### config.mk
export PLATFORM = sky130hd
export DESIGN_NAME = accumulator_machine_step
export DESIGN_NICKNAME = d
export VERILOG_FILES = /design/src/sv/acm_pkg.sv /design/src/sv/acm_ram.sv /design/src/sv/acm_alu.sv /design/src/sv/accumulator_machine_step.sv
export SDC_FILE = /design/constraint.sdc
export NUM_CORES = 2
export LEC_CHECK = 0
export CAP_MARGIN = 20
export CORE_MARGIN = 10
export CORE_UTILIZATION = 30
export CTS_CLUSTER_DIAMETER = 50
export CTS_CLUSTER_SIZE = 24
export DETAILED_ROUTE_END_ITERATION = 16
export DONT_BUFFER_PORTS = 1
export PLACE_DENSITY = 0.51
export SYNTH_ARGS = -nofsm -noshare
export SYNTH_HDL_FRONTEND = slang
export SYNTH_HIERARCHICAL = 1
export SYNTH_SLANG_ARGS = --single-unit
### constraint.sdc
create_clock -name clk -period 5.6 [get_ports clk]
set_input_delay 0.56 -clock clk [delete_from_list [all_inputs] [get_ports clk]]
set_output_delay 0.56 -clock clk [all_outputs]
set_load 0.01 [all_outputs]
### src/sv/acm_pkg.sv
// Shared types, opcodes and result codes of the accumulator machine.
package acm_pkg;

    localparam int MEM_DEPTH_DEF = 256;
    localparam logic [7:0] START_ADDR_RESET = 8'd80;

    localparam logic [7:0] OPC_HALT = 8'h00;
    localparam logic [7:0] OPC_ADD  = 8'h40;
    localparam logic [7:0] OPC_SUB  = 8'h41;
    localparam logic [7:0] OPC_LDI  = 8'h48;
    localparam logic [7:0] OPC_AND  = 8'h49;
    localparam logic [7:0] OPC_OR   = 8'h4A;
    localparam logic [7:0] OPC_XOR  = 8'h4B;
    localparam logic [7:0] OPC_NOT  = 8'h4C;
    localparam logic [7:0] OPC_SHL  = 8'h4D;
    localparam logic [7:0] OPC_SHR  = 8'h4E;
    localparam logic [7:0] OPC_INC  = 8'h4F;
    localparam logic [7:0] OPC_DEC  = 8'h50;
    localparam logic [7:0] OPC_DBL  = 8'h51;
    localparam logic [7:0] OPC_HLV  = 8'h52;
    localparam logic [7:0] OPC_NOP  = 8'h53;
    localparam logic [7:0] OPC_SET  = 8'h54;
    localparam logic [7:0] BYTE_ONES = 8'hFF;

    typedef enum logic [2:0] {
        STAT_EXEC    = 3'd0,
        STAT_HALT    = 3'd1,
        STAT_UNKNOWN = 3'd2,
        STAT_PASTEND = 3'd3,
        STAT_LOADED  = 3'd4,
        STAT_BADLOAD = 3'd5
    } status_t;

    typedef enum logic [1:0] {
        RUN_RUNNING = 2'd0,
        RUN_HALTED  = 2'd1,
        RUN_UNKNOWN = 2'd2,
        RUN_PASTEND = 2'd3
    } run_t;

    // Opcode decode flags from the ALU to the sequencer
    typedef struct packed {
        logic halt;
        logic needs_imm;
        logic known;
    } acm_dec_t;

endpackage

### src/sv/acm_ram.sv
// Generic single-port-write, single-port-read RAM with registered read data.
module acm_ram #(
    parameter int WIDTH = 8,
    parameter int DEPTH = 256
) (
    input  logic                     clk,
    input  logic                     we,
    input  logic [$clog2(DEPTH)-1:0] waddr,
    input  logic [WIDTH-1:0]         wdata,
    input  logic [$clog2(DEPTH)-1:0] raddr,
    output logic [WIDTH-1:0]         rdata
);
    logic [WIDTH-1:0] mem [DEPTH];
    logic [WIDTH-1:0] rdata_reg;

    always_ff @(posedge clk)
    begin
        if (we)
        begin
            mem[waddr] <= wdata;
        end
        rdata_reg <= mem[raddr];
    end

    assign rdata = rdata_reg;
endmodule

### src/sv/acm_alu.sv
// Opcode decoder and accumulator arithmetic.
module acm_alu (
    input  logic [7:0]        opcode,
    input  logic [7:0]        acc,
    input  logic [7:0]        imm,
    output acm_pkg::acm_dec_t dec,
    output logic [7:0]        result
);
    import acm_pkg::*;

    always_comb
    begin
        dec    = '0;
        result = acc;
        unique case (opcode)
            OPC_HALT:
            begin
                dec.halt  = 1'b1;
                dec.known = 1'b1;
            end
            OPC_ADD: begin dec.needs_imm = 1'b1; dec.known = 1'b1; result = acc + imm; end
            OPC_SUB: begin dec.needs_imm = 1'b1; dec.known = 1'b1; result = acc - imm; end
            OPC_LDI: begin dec.needs_imm = 1'b1; dec.known = 1'b1; result = imm;       end
            OPC_AND: begin dec.needs_imm = 1'b1; dec.known = 1'b1; result = acc & imm; end
            OPC_OR:  begin dec.needs_imm = 1'b1; dec.known = 1'b1; result = acc | imm; end
            OPC_XOR: begin dec.needs_imm = 1'b1; dec.known = 1'b1; result = acc ^ imm; end
            OPC_NOT: begin dec.known = 1'b1; result = ~acc;                 end
            OPC_SHL: begin dec.known = 1'b1; result = {acc[6:0], 1'b0};     end
            OPC_SHR: begin dec.known = 1'b1; result = {1'b0, acc[7:1]};     end
            OPC_INC: begin dec.known = 1'b1; result = acc + 8'd1;           end
            OPC_DEC: begin dec.known = 1'b1; result = acc - 8'd1;           end
            OPC_DBL: begin dec.known = 1'b1; result = {acc[6:0], 1'b0};     end
            OPC_HLV: begin dec.known = 1'b1; result = {1'b0, acc[7:1]};     end
            OPC_NOP: begin dec.known = 1'b1; result = acc & BYTE_ONES;      end
            OPC_SET: begin dec.known = 1'b1; result = acc | BYTE_ONES;      end
            default:
            begin
                dec.known = 1'b0;
            end
        endcase
    end
endmodule

### src/sv/accumulator_machine_step.sv
// Top level of the accumulator machine: sequencer, program store and registers.
//
//  channel   handshake                  payload
//  request   start / busy               op, address, first_byte, second_byte
//  result    done (one-cycle strobe)    status, program_counter, accumulator
//  config    cfg_wr_en                  cfg_wr_data (start address, loads pc)
//
// A load writes its two bytes through the one store write port, one byte per cycle;
// a step reads the opcode, and then any immediate byte, through the one read port.
// A refused load or a step on a stopped machine is answered from the idle state alone.
// done rises the cycle after the last cycle of an item; busy is low again then.
// Reset clears the store at once through per-byte valid bits; no clearing pass.
// The receiver cannot stall; results are never held.
module accumulator_machine_step #(
    parameter int MEM_DEPTH = acm_pkg::MEM_DEPTH_DEF
) (
    input  logic       clk,
    input  logic       rst_n,
    input  logic       start,
    output logic       busy,
    input  logic       op,
    input  logic [7:0] address,
    input  logic [7:0] first_byte,
    input  logic [7:0] second_byte,
    output logic       done,
    output logic [2:0] status,
    output logic [8:0] program_counter,
    output logic [7:0] accumulator,
    input  logic       cfg_wr_en,
    input  logic [7:0] cfg_wr_data
);
    import acm_pkg::*;

    localparam int AW = $clog2(MEM_DEPTH);
    localparam logic [8:0] DEPTH_9 = 9'(MEM_DEPTH);
    localparam logic [8:0] LAST_9  = 9'(MEM_DEPTH - 1);

    typedef enum logic [1:0] {
        S_IDLE,
        S_LOAD2,
        S_OP_WAIT,
        S_IMM_WAIT
    } state_t;

    state_t           state_reg;
    logic             done_reg;
    status_t          status_reg;
    logic [8:0]       pc_reg;
    logic [7:0]       acc_reg;
    run_t             run_state_reg;
    logic [7:0]       opc_reg;
    logic [AW-1:0]    load_addr_reg;
    logic [7:0]       load_byte_reg;
    logic [MEM_DEPTH-1:0] valid_reg;
    logic             rd_valid_reg;

    logic             mem_we;
    logic [AW-1:0]    mem_waddr;
    logic [7:0]       mem_wdata;
    logic [AW-1:0]    mem_raddr;
    logic [7:0]       ram_q;
    logic [7:0]       rd_byte;
    logic [7:0]       alu_opcode;
    logic [7:0]       alu_result;
    acm_dec_t         dec;
    logic [7:0]       addr_inc;
    logic             load_ok;
    logic             pc_past;

    assign addr_inc  = address + 8'd1;
    assign load_ok   = {1'b0, address} < LAST_9;
    assign pc_past   = pc_reg >= DEPTH_9;
    assign mem_raddr = pc_reg[AW-1:0];
    // A never-written byte reads as zero
    assign rd_byte   = rd_valid_reg ? ram_q : 8'd0;
    assign alu_opcode = (state_reg == S_OP_WAIT) ? rd_byte : opc_reg;

    always_comb
    begin
        mem_we    = 1'b0;
        mem_waddr = address[AW-1:0];
        mem_wdata = first_byte;
        if (state_reg == S_LOAD2)
        begin
            mem_we    = 1'b1;
            mem_waddr = load_addr_reg;
            mem_wdata = load_byte_reg;
        end
        else if (state_reg == S_IDLE && start && !op && load_ok)
        begin
            mem_we = 1'b1;
        end
    end

    acm_ram #(
        .WIDTH (8),
        .DEPTH (MEM_DEPTH)
    ) u_store (
        .clk   (clk),
        .we    (mem_we),
        .waddr (mem_waddr),
        .wdata (mem_wdata),
        .raddr (mem_raddr),
        .rdata (ram_q)
    );

    acm_alu u_alu (
        .opcode (alu_opcode),
        .acc    (acc_reg),
        .imm    (rd_byte),
        .dec    (dec),
        .result (alu_result)
    );

    always_ff @(posedge clk or negedge rst_n)
    begin
        if (!rst_n)
        begin
            valid_reg    <= '0;
            rd_valid_reg <= 1'b0;
        end
        else
        begin
            if (mem_we)
            begin
                valid_reg[mem_waddr] <= 1'b1;
            end
            rd_valid_reg <= valid_reg[mem_raddr];
        end
    end

    always_ff @(posedge clk or negedge rst_n)
    begin
        if (!rst_n)
        begin
            state_reg     <= S_IDLE;
            done_reg      <= 1'b0;
            status_reg    <= STAT_EXEC;
            pc_reg        <= {1'b0, START_ADDR_RESET};
            acc_reg       <= 8'd0;
            run_state_reg <= RUN_RUNNING;
        end
        else
        begin
            done_reg <= 1'b0;
            unique case (state_reg)
                S_IDLE:
                begin
                    if (cfg_wr_en)
                    begin
                        pc_reg <= {1'b0, cfg_wr_data};
                    end
                    if (start)
                    begin
                        if (!op)
                        begin
                            if (load_ok)
                            begin
                                load_addr_reg <= addr_inc[AW-1:0];
                                load_byte_reg <= second_byte;
                                state_reg     <= S_LOAD2;
                            end
                            else
                            begin
                                done_reg   <= 1'b1;
                                status_reg <= STAT_BADLOAD;
                            end
                        end
                        else
                        begin
                            unique case (run_state_reg)
                                RUN_RUNNING:
                                begin
                                    if (pc_past)
                                    begin
                                        run_state_reg <= RUN_PASTEND;
                                        done_reg      <= 1'b1;
                                        status_reg    <= STAT_PASTEND;
                                    end
                                    else
                                    begin
                                        // opcode read issued at pc this cycle
                                        pc_reg    <= pc_reg + 9'd1;
                                        state_reg <= S_OP_WAIT;
                                    end
                                end
                                RUN_HALTED:
                                begin
                                    done_reg   <= 1'b1;
                                    status_reg <= STAT_HALT;
                                end
                                RUN_UNKNOWN:
                                begin
                                    done_reg   <= 1'b1;
                                    status_reg <= STAT_UNKNOWN;
                                end
                                RUN_PASTEND:
                                begin
                                    done_reg   <= 1'b1;
                                    status_reg <= STAT_PASTEND;
                                end
                                default:
                                begin
                                    done_reg   <= 1'b1;
                                    status_reg <= STAT_PASTEND;
                                end
                            endcase
                        end
                    end
                end
                S_LOAD2:
                begin
                    done_reg   <= 1'b1;
                    status_reg <= STAT_LOADED;
                    state_reg  <= S_IDLE;
                end
                S_OP_WAIT:
                begin
                    opc_reg <= rd_byte;
                    priority if (dec.halt)
                    begin
                        run_state_reg <= RUN_HALTED;
                        done_reg      <= 1'b1;
                        status_reg    <= STAT_HALT;
                        state_reg     <= S_IDLE;
                    end
                    else if (dec.needs_imm)
                    begin
                        if (pc_past)
                        begin
                            run_state_reg <= RUN_PASTEND;
                            done_reg      <= 1'b1;
                            status_reg    <= STAT_PASTEND;
                            state_reg     <= S_IDLE;
                        end
                        else
                        begin
                            // immediate read issued at the advanced pc
                            pc_reg    <= pc_reg + 9'd1;
                            state_reg <= S_IMM_WAIT;
                        end
                    end
                    else if (dec.known)
                    begin
                        acc_reg    <= alu_result;
                        done_reg   <= 1'b1;
                        status_reg <= STAT_EXEC;
                        state_reg  <= S_IDLE;
                    end
                    else
                    begin
                        run_state_reg <= RUN_UNKNOWN;
                        done_reg      <= 1'b1;
                        status_reg    <= STAT_UNKNOWN;
                        state_reg     <= S_IDLE;
                    end
                end
                S_IMM_WAIT:
                begin
                    acc_reg    <= alu_result;
                    done_reg   <= 1'b1;
                    status_reg <= STAT_EXEC;
                    state_reg  <= S_IDLE;
                end
                default:
                begin
                    state_reg <= S_IDLE;
                end
            endcase
        end
    end

    assign busy            = (state_reg != S_IDLE);
    assign done            = done_reg;
    assign status          = status_reg;
    assign program_counter = pc_reg;
    assign accumulator     = acc_reg;

    a_imm_finishes: assert property (@(posedge clk) disable iff (!rst_n)
        state_reg == S_IMM_WAIT |=> done_reg && status_reg == STAT_EXEC)
        else $error("immediate instruction did not finish as executed");

    a_load_second_addr: assert property (@(posedge clk) disable iff (!rst_n)
        state_reg == S_LOAD2 |-> mem_waddr == AW'($past(mem_waddr) + 1'b1))
        else $error("second load byte not written after the first");

    a_exec_running: assert property (@(posedge clk) disable iff (!rst_n)
        done_reg && status_reg == STAT_EXEC |-> run_state_reg == RUN_RUNNING)
        else $error("executed result while machine stopped");

    a_done_not_busy: assert property (@(posedge clk) disable iff (!rst_n)
        done_reg |-> !busy)
        else $error("result strobe while still busy");
endmodule

==> metrics.md <==
| Metric | Value |
|---|---|
| Status | finished, violations left |
| Failing checks | hold timing |
| Row count | slightly above 200 |
| Slew @ Worst Pin | ~1.1 ns |
| Die area | 339,000 um^2 |
| Yosys reg bits | 2,362 |
| VDD IR max | 0.297 mV |
| Flop pwr share | a little under half |
| GP Congestion | 0.842 |
| Core area | 315,000 um^2 |
| CTS clk-pin slew, worst paths | about 0.070 ns |
| Internal power | around 0.031 W |
| Setup_tns | 0 ns |
| Postcts setup bufs | 0 |
| Max reg flops | around 2,000 |
| Sequential element share of the synthesized area | around 73% |
| Fin crit period | around 4.8 ns |
| Commonest cells post-synth | 2,072 x edfxtp_1, 510 x mux4_2, 349 x nor2_1 |
| Fmax | 208 MHz |
| Most numerous cell in the Yosys netlist | edfxtp_1 |
| Switching power total | 0.0111 W |
| Max-slew headroom | ~29% |
| NumNets Final | about 5,300 |
| Sw Ratio | 26.4% |
| Cts bufs inserted | 235 |
| Global Route met2 Usage | ~25% |
| Global Route Usage Sum | 15.1% |
| H-Tree Depth | 4 |
| Worst Hold Class | in2async |
| Ys async rst share | 11.9% |
| Largest net degree at the start of global routing | 292 |
| PD cells | a little under 400 nW/um^2 |
| Post-CTS Resized | 0 |
| Die height | 582 um |
| Syn avg cell area | 18.8 um^2 |
| Startpoint Class | flip-flop |
| Share of cells above drive strength 1 | a little under a quarter |
| DRT iter0 DRCs | 4,919 |
| Worst r2r path cells | 16 |
| GRT overflow | 0 |
| Pre-CTS setup slack | 0.915 ns |
| CTS sink cnt | 2,362 |
| Grt met1 use | 20.7% |
| Hold Fails Final Rpt | just under 300 |
| CTS Hold Buffers Added | 29 |
| First-pass DRT Iterations | 5 |
| Mapped Nets | 5,108 |
| Synth Warn # | 6 |
| Vias | 50,200 |
| CP Class | reg2reg |
| Distinct cells, synth | 99 |
| Layer with the highest usage | met2 |
| First-pass GRT wire length | 382 mm |
| Post-synth EDFFs | 2,072 |
| Die span in x | approximately 580 um |
| CTS tree | yes |
| Initial antenna violation count | 14 |
| Clock Latency Late Sink | 0.88 ns |
| Final-report setup violation count | 0 |
| Hold Worst Slack | -0.601 ns |
| Antenna Nets Post-Route | 0 |
| Synth top area share | 65.6% |
| Mapped Area | 94,900 um^2 |
| Clock power frac | 39.7% |
| Ports | just under 60 |
| CTS max path bufs | 3 |
| CP dominant cell by count | nor2b_1 |
| Reg-to-Reg Start | state_reg[1]$_DFFE_PN0P_ |
| Clock Skews | ~0.045 ns |
| CP max FO | 31 |
| Post-DP HPWL | 164 mm |
| R2r endpoint | accumulator[7]$_DFFE_PN0P_ |
| Cell taking the most area after synthesis | edfxtp_1 |
| Logic gate share of total power | 13.4% |
| IO Port Bufs | 0 |
| Via density | around 5.2 |
| P_leak | 36.5 nW |
| Met3 Resource Use GR | under 10% |
| Post-route DRC | 0 |
| Initial cell density of the core | 30.1% |
| Unrepaired setup endpoints after global routing | false |
| Max incr delay on CP | 0.62 ns |
| Worst path slowest cell | mux2_2 |
| Worst EP required | 6.35 ns |
| Syn Inst Count | roughly 5,000 |
| Final Slew Violations | 0 |
| Synth area leaders | edfxtp_1 66%, mux4_2 12%, dfrtp_1 7.4% |
| Crit-path cells | nor2b_1 > buf_4 > mux2_2 > nor2b_1 > and3_1 > a221o_1 > inv_1 > ha_1 > nor2b_1 > o21ai_0 > o21ai_0 > a31o_2 > mux2_4 > nor2_4 > o21ai_2 > mux2_2 |
| Final WL | 264 mm |
| Crit path DAT | 5.56 ns |
| Setup crit end kind | flip-flop |
| Routed wire per std cell | 27.6 um |
| Clock root cell | clkbuf_16 |
| Crit. Startpoint | state_reg[1]$_DFFE_PN0P_ |
| Area growth from synthesis to layout | 14.7% |
| Setup ws final | 0.787 ns |
| Ys flop type | edfxtp_1 |
| Final Cycle Share | 86.0% |
| R2R setup slack | 0.79 ns |
| Max-cap violations | 0 |
| Vias in the first global route | 51,300 |
[per-layer routing]
layer | vias to the layer above | part of all wire, %
met4 | 8 | 2.7
met3 | 389 | 6.3
met5 | - | 0.014
met1 | 27000 | 43
met2 | 1795 | 48
li1 | 20900 | -
[worst max path at each step]
stage	to	slack, ns
2_1_floorplan	u_store/mem[0][0]$_DFFE_PP_	0.82
4_1_cts	accumulator[7]$_DFFE_PN0P_	0.90
3_3_place_gp	accumulator[7]$_DFFE_PN0P_	0.90
6_report	accumulator[7]$_DFFE_PN0P_	0.79
3_5_place_dp	accumulator[7]$_DFFE_PN0P_	0.92
5_1_grt	accumulator[7]$_DFFE_PN0P_	0.51
[logic make-up (layout without fill, tap and decap cells)]
| kind of cell | Yosys count | after routing | synth area share [%] |
|---|---|---|---|
| fa+ha+maj | 29 | 29 | 0.388 |
| xor+xnor | 11 | 11 | 0.102 |
| compound gates | 806 | 806 | 6.07 |
| other cells | 0 | 4 | 0 |
| mux | 701 | 701 | 14.3 |
| buf+inv | 358 | 724 | 2.18 |
| simple gates | 776 | 776 | 3.80 |
| flops | 2362 | 2362 | 73.2 |
[cell usage in the layout (no fill, tap or decap), types with 26 or more instances in the layout]
master,instances
buf_4,167
nor2_1,345
nand3_1,69
o221ai_1,46
nor4_1,26
o22ai_1,36
mux4_2,510
buf_12,26
a21o_1,183
clkbuf_16,239
ha_1,27
dlygate4sd3_1,29
o21ai_0,38
inv_8,39
nand2_1,128
mux2i_1,159
nor3_1,34
nor2b_1,41
o21bai_1,81
a21oi_1,126
edfxtp_1,2072
dfrtp_1,275
a22oi_1,150
inv_6,47
inv_1,37
[power groups by stage]
| stage | clock network [W] | logic, W | registers, W |
|---|---|---|---|
| 6_report | 0.0167 | 0.00566 | 0.0198 |
| 3_5_place_dp | 0 | 0.00570 | 0.0201 |
| 3_3_place_gp | 0 | 0.00561 | 0.0202 |
| 4_1_cts | 0.0171 | 0.00573 | 0.0198 |
| 5_1_grt | 0.0178 | 0.00601 | 0.0198 |
| 2_1_floorplan | 0 | 0.00393 | 0.0201 |
[per-stage QoR]
step                hold WS, ns  instance area (um^2)  instances  util (%)  total power [W]
floorplan                 0.264                 94900       5043         -           0.0241
global placement          0.274                100000       9083      31.8           0.0258
detailed placement        0.274                100000       9090      31.8           0.0258
CTS                      -0.690                109000       9565      34.6           0.0426
global route             -0.660                109000       9572      34.6           0.0436
finish                   -0.601                109000       9573      34.6           0.0421
[worst max-delay path: cells and delay by family, from the launching register on]
kind / cells / cell delay [ns]
fa+ha+maj: 1 / 0.26
mux: 3 / 1.19
compound gates: 5 / 0.98
flops: 1 / 0.56
buf+inv: 2 / 0.29
simple gates: 5 / 1.39
[area by class of cell]
type                       count  area, um^2
sequential                  2362       69500
timing repair buffer         233        2180
inverter                      45         171
fill                       29600      206000
multi-input combinational   2323       23500
clock inverter               196        2300
tap                         4160        5200
antenna                        4        10.0
clock buffer                 250        6030
Power figures use the tool's default switching activity.
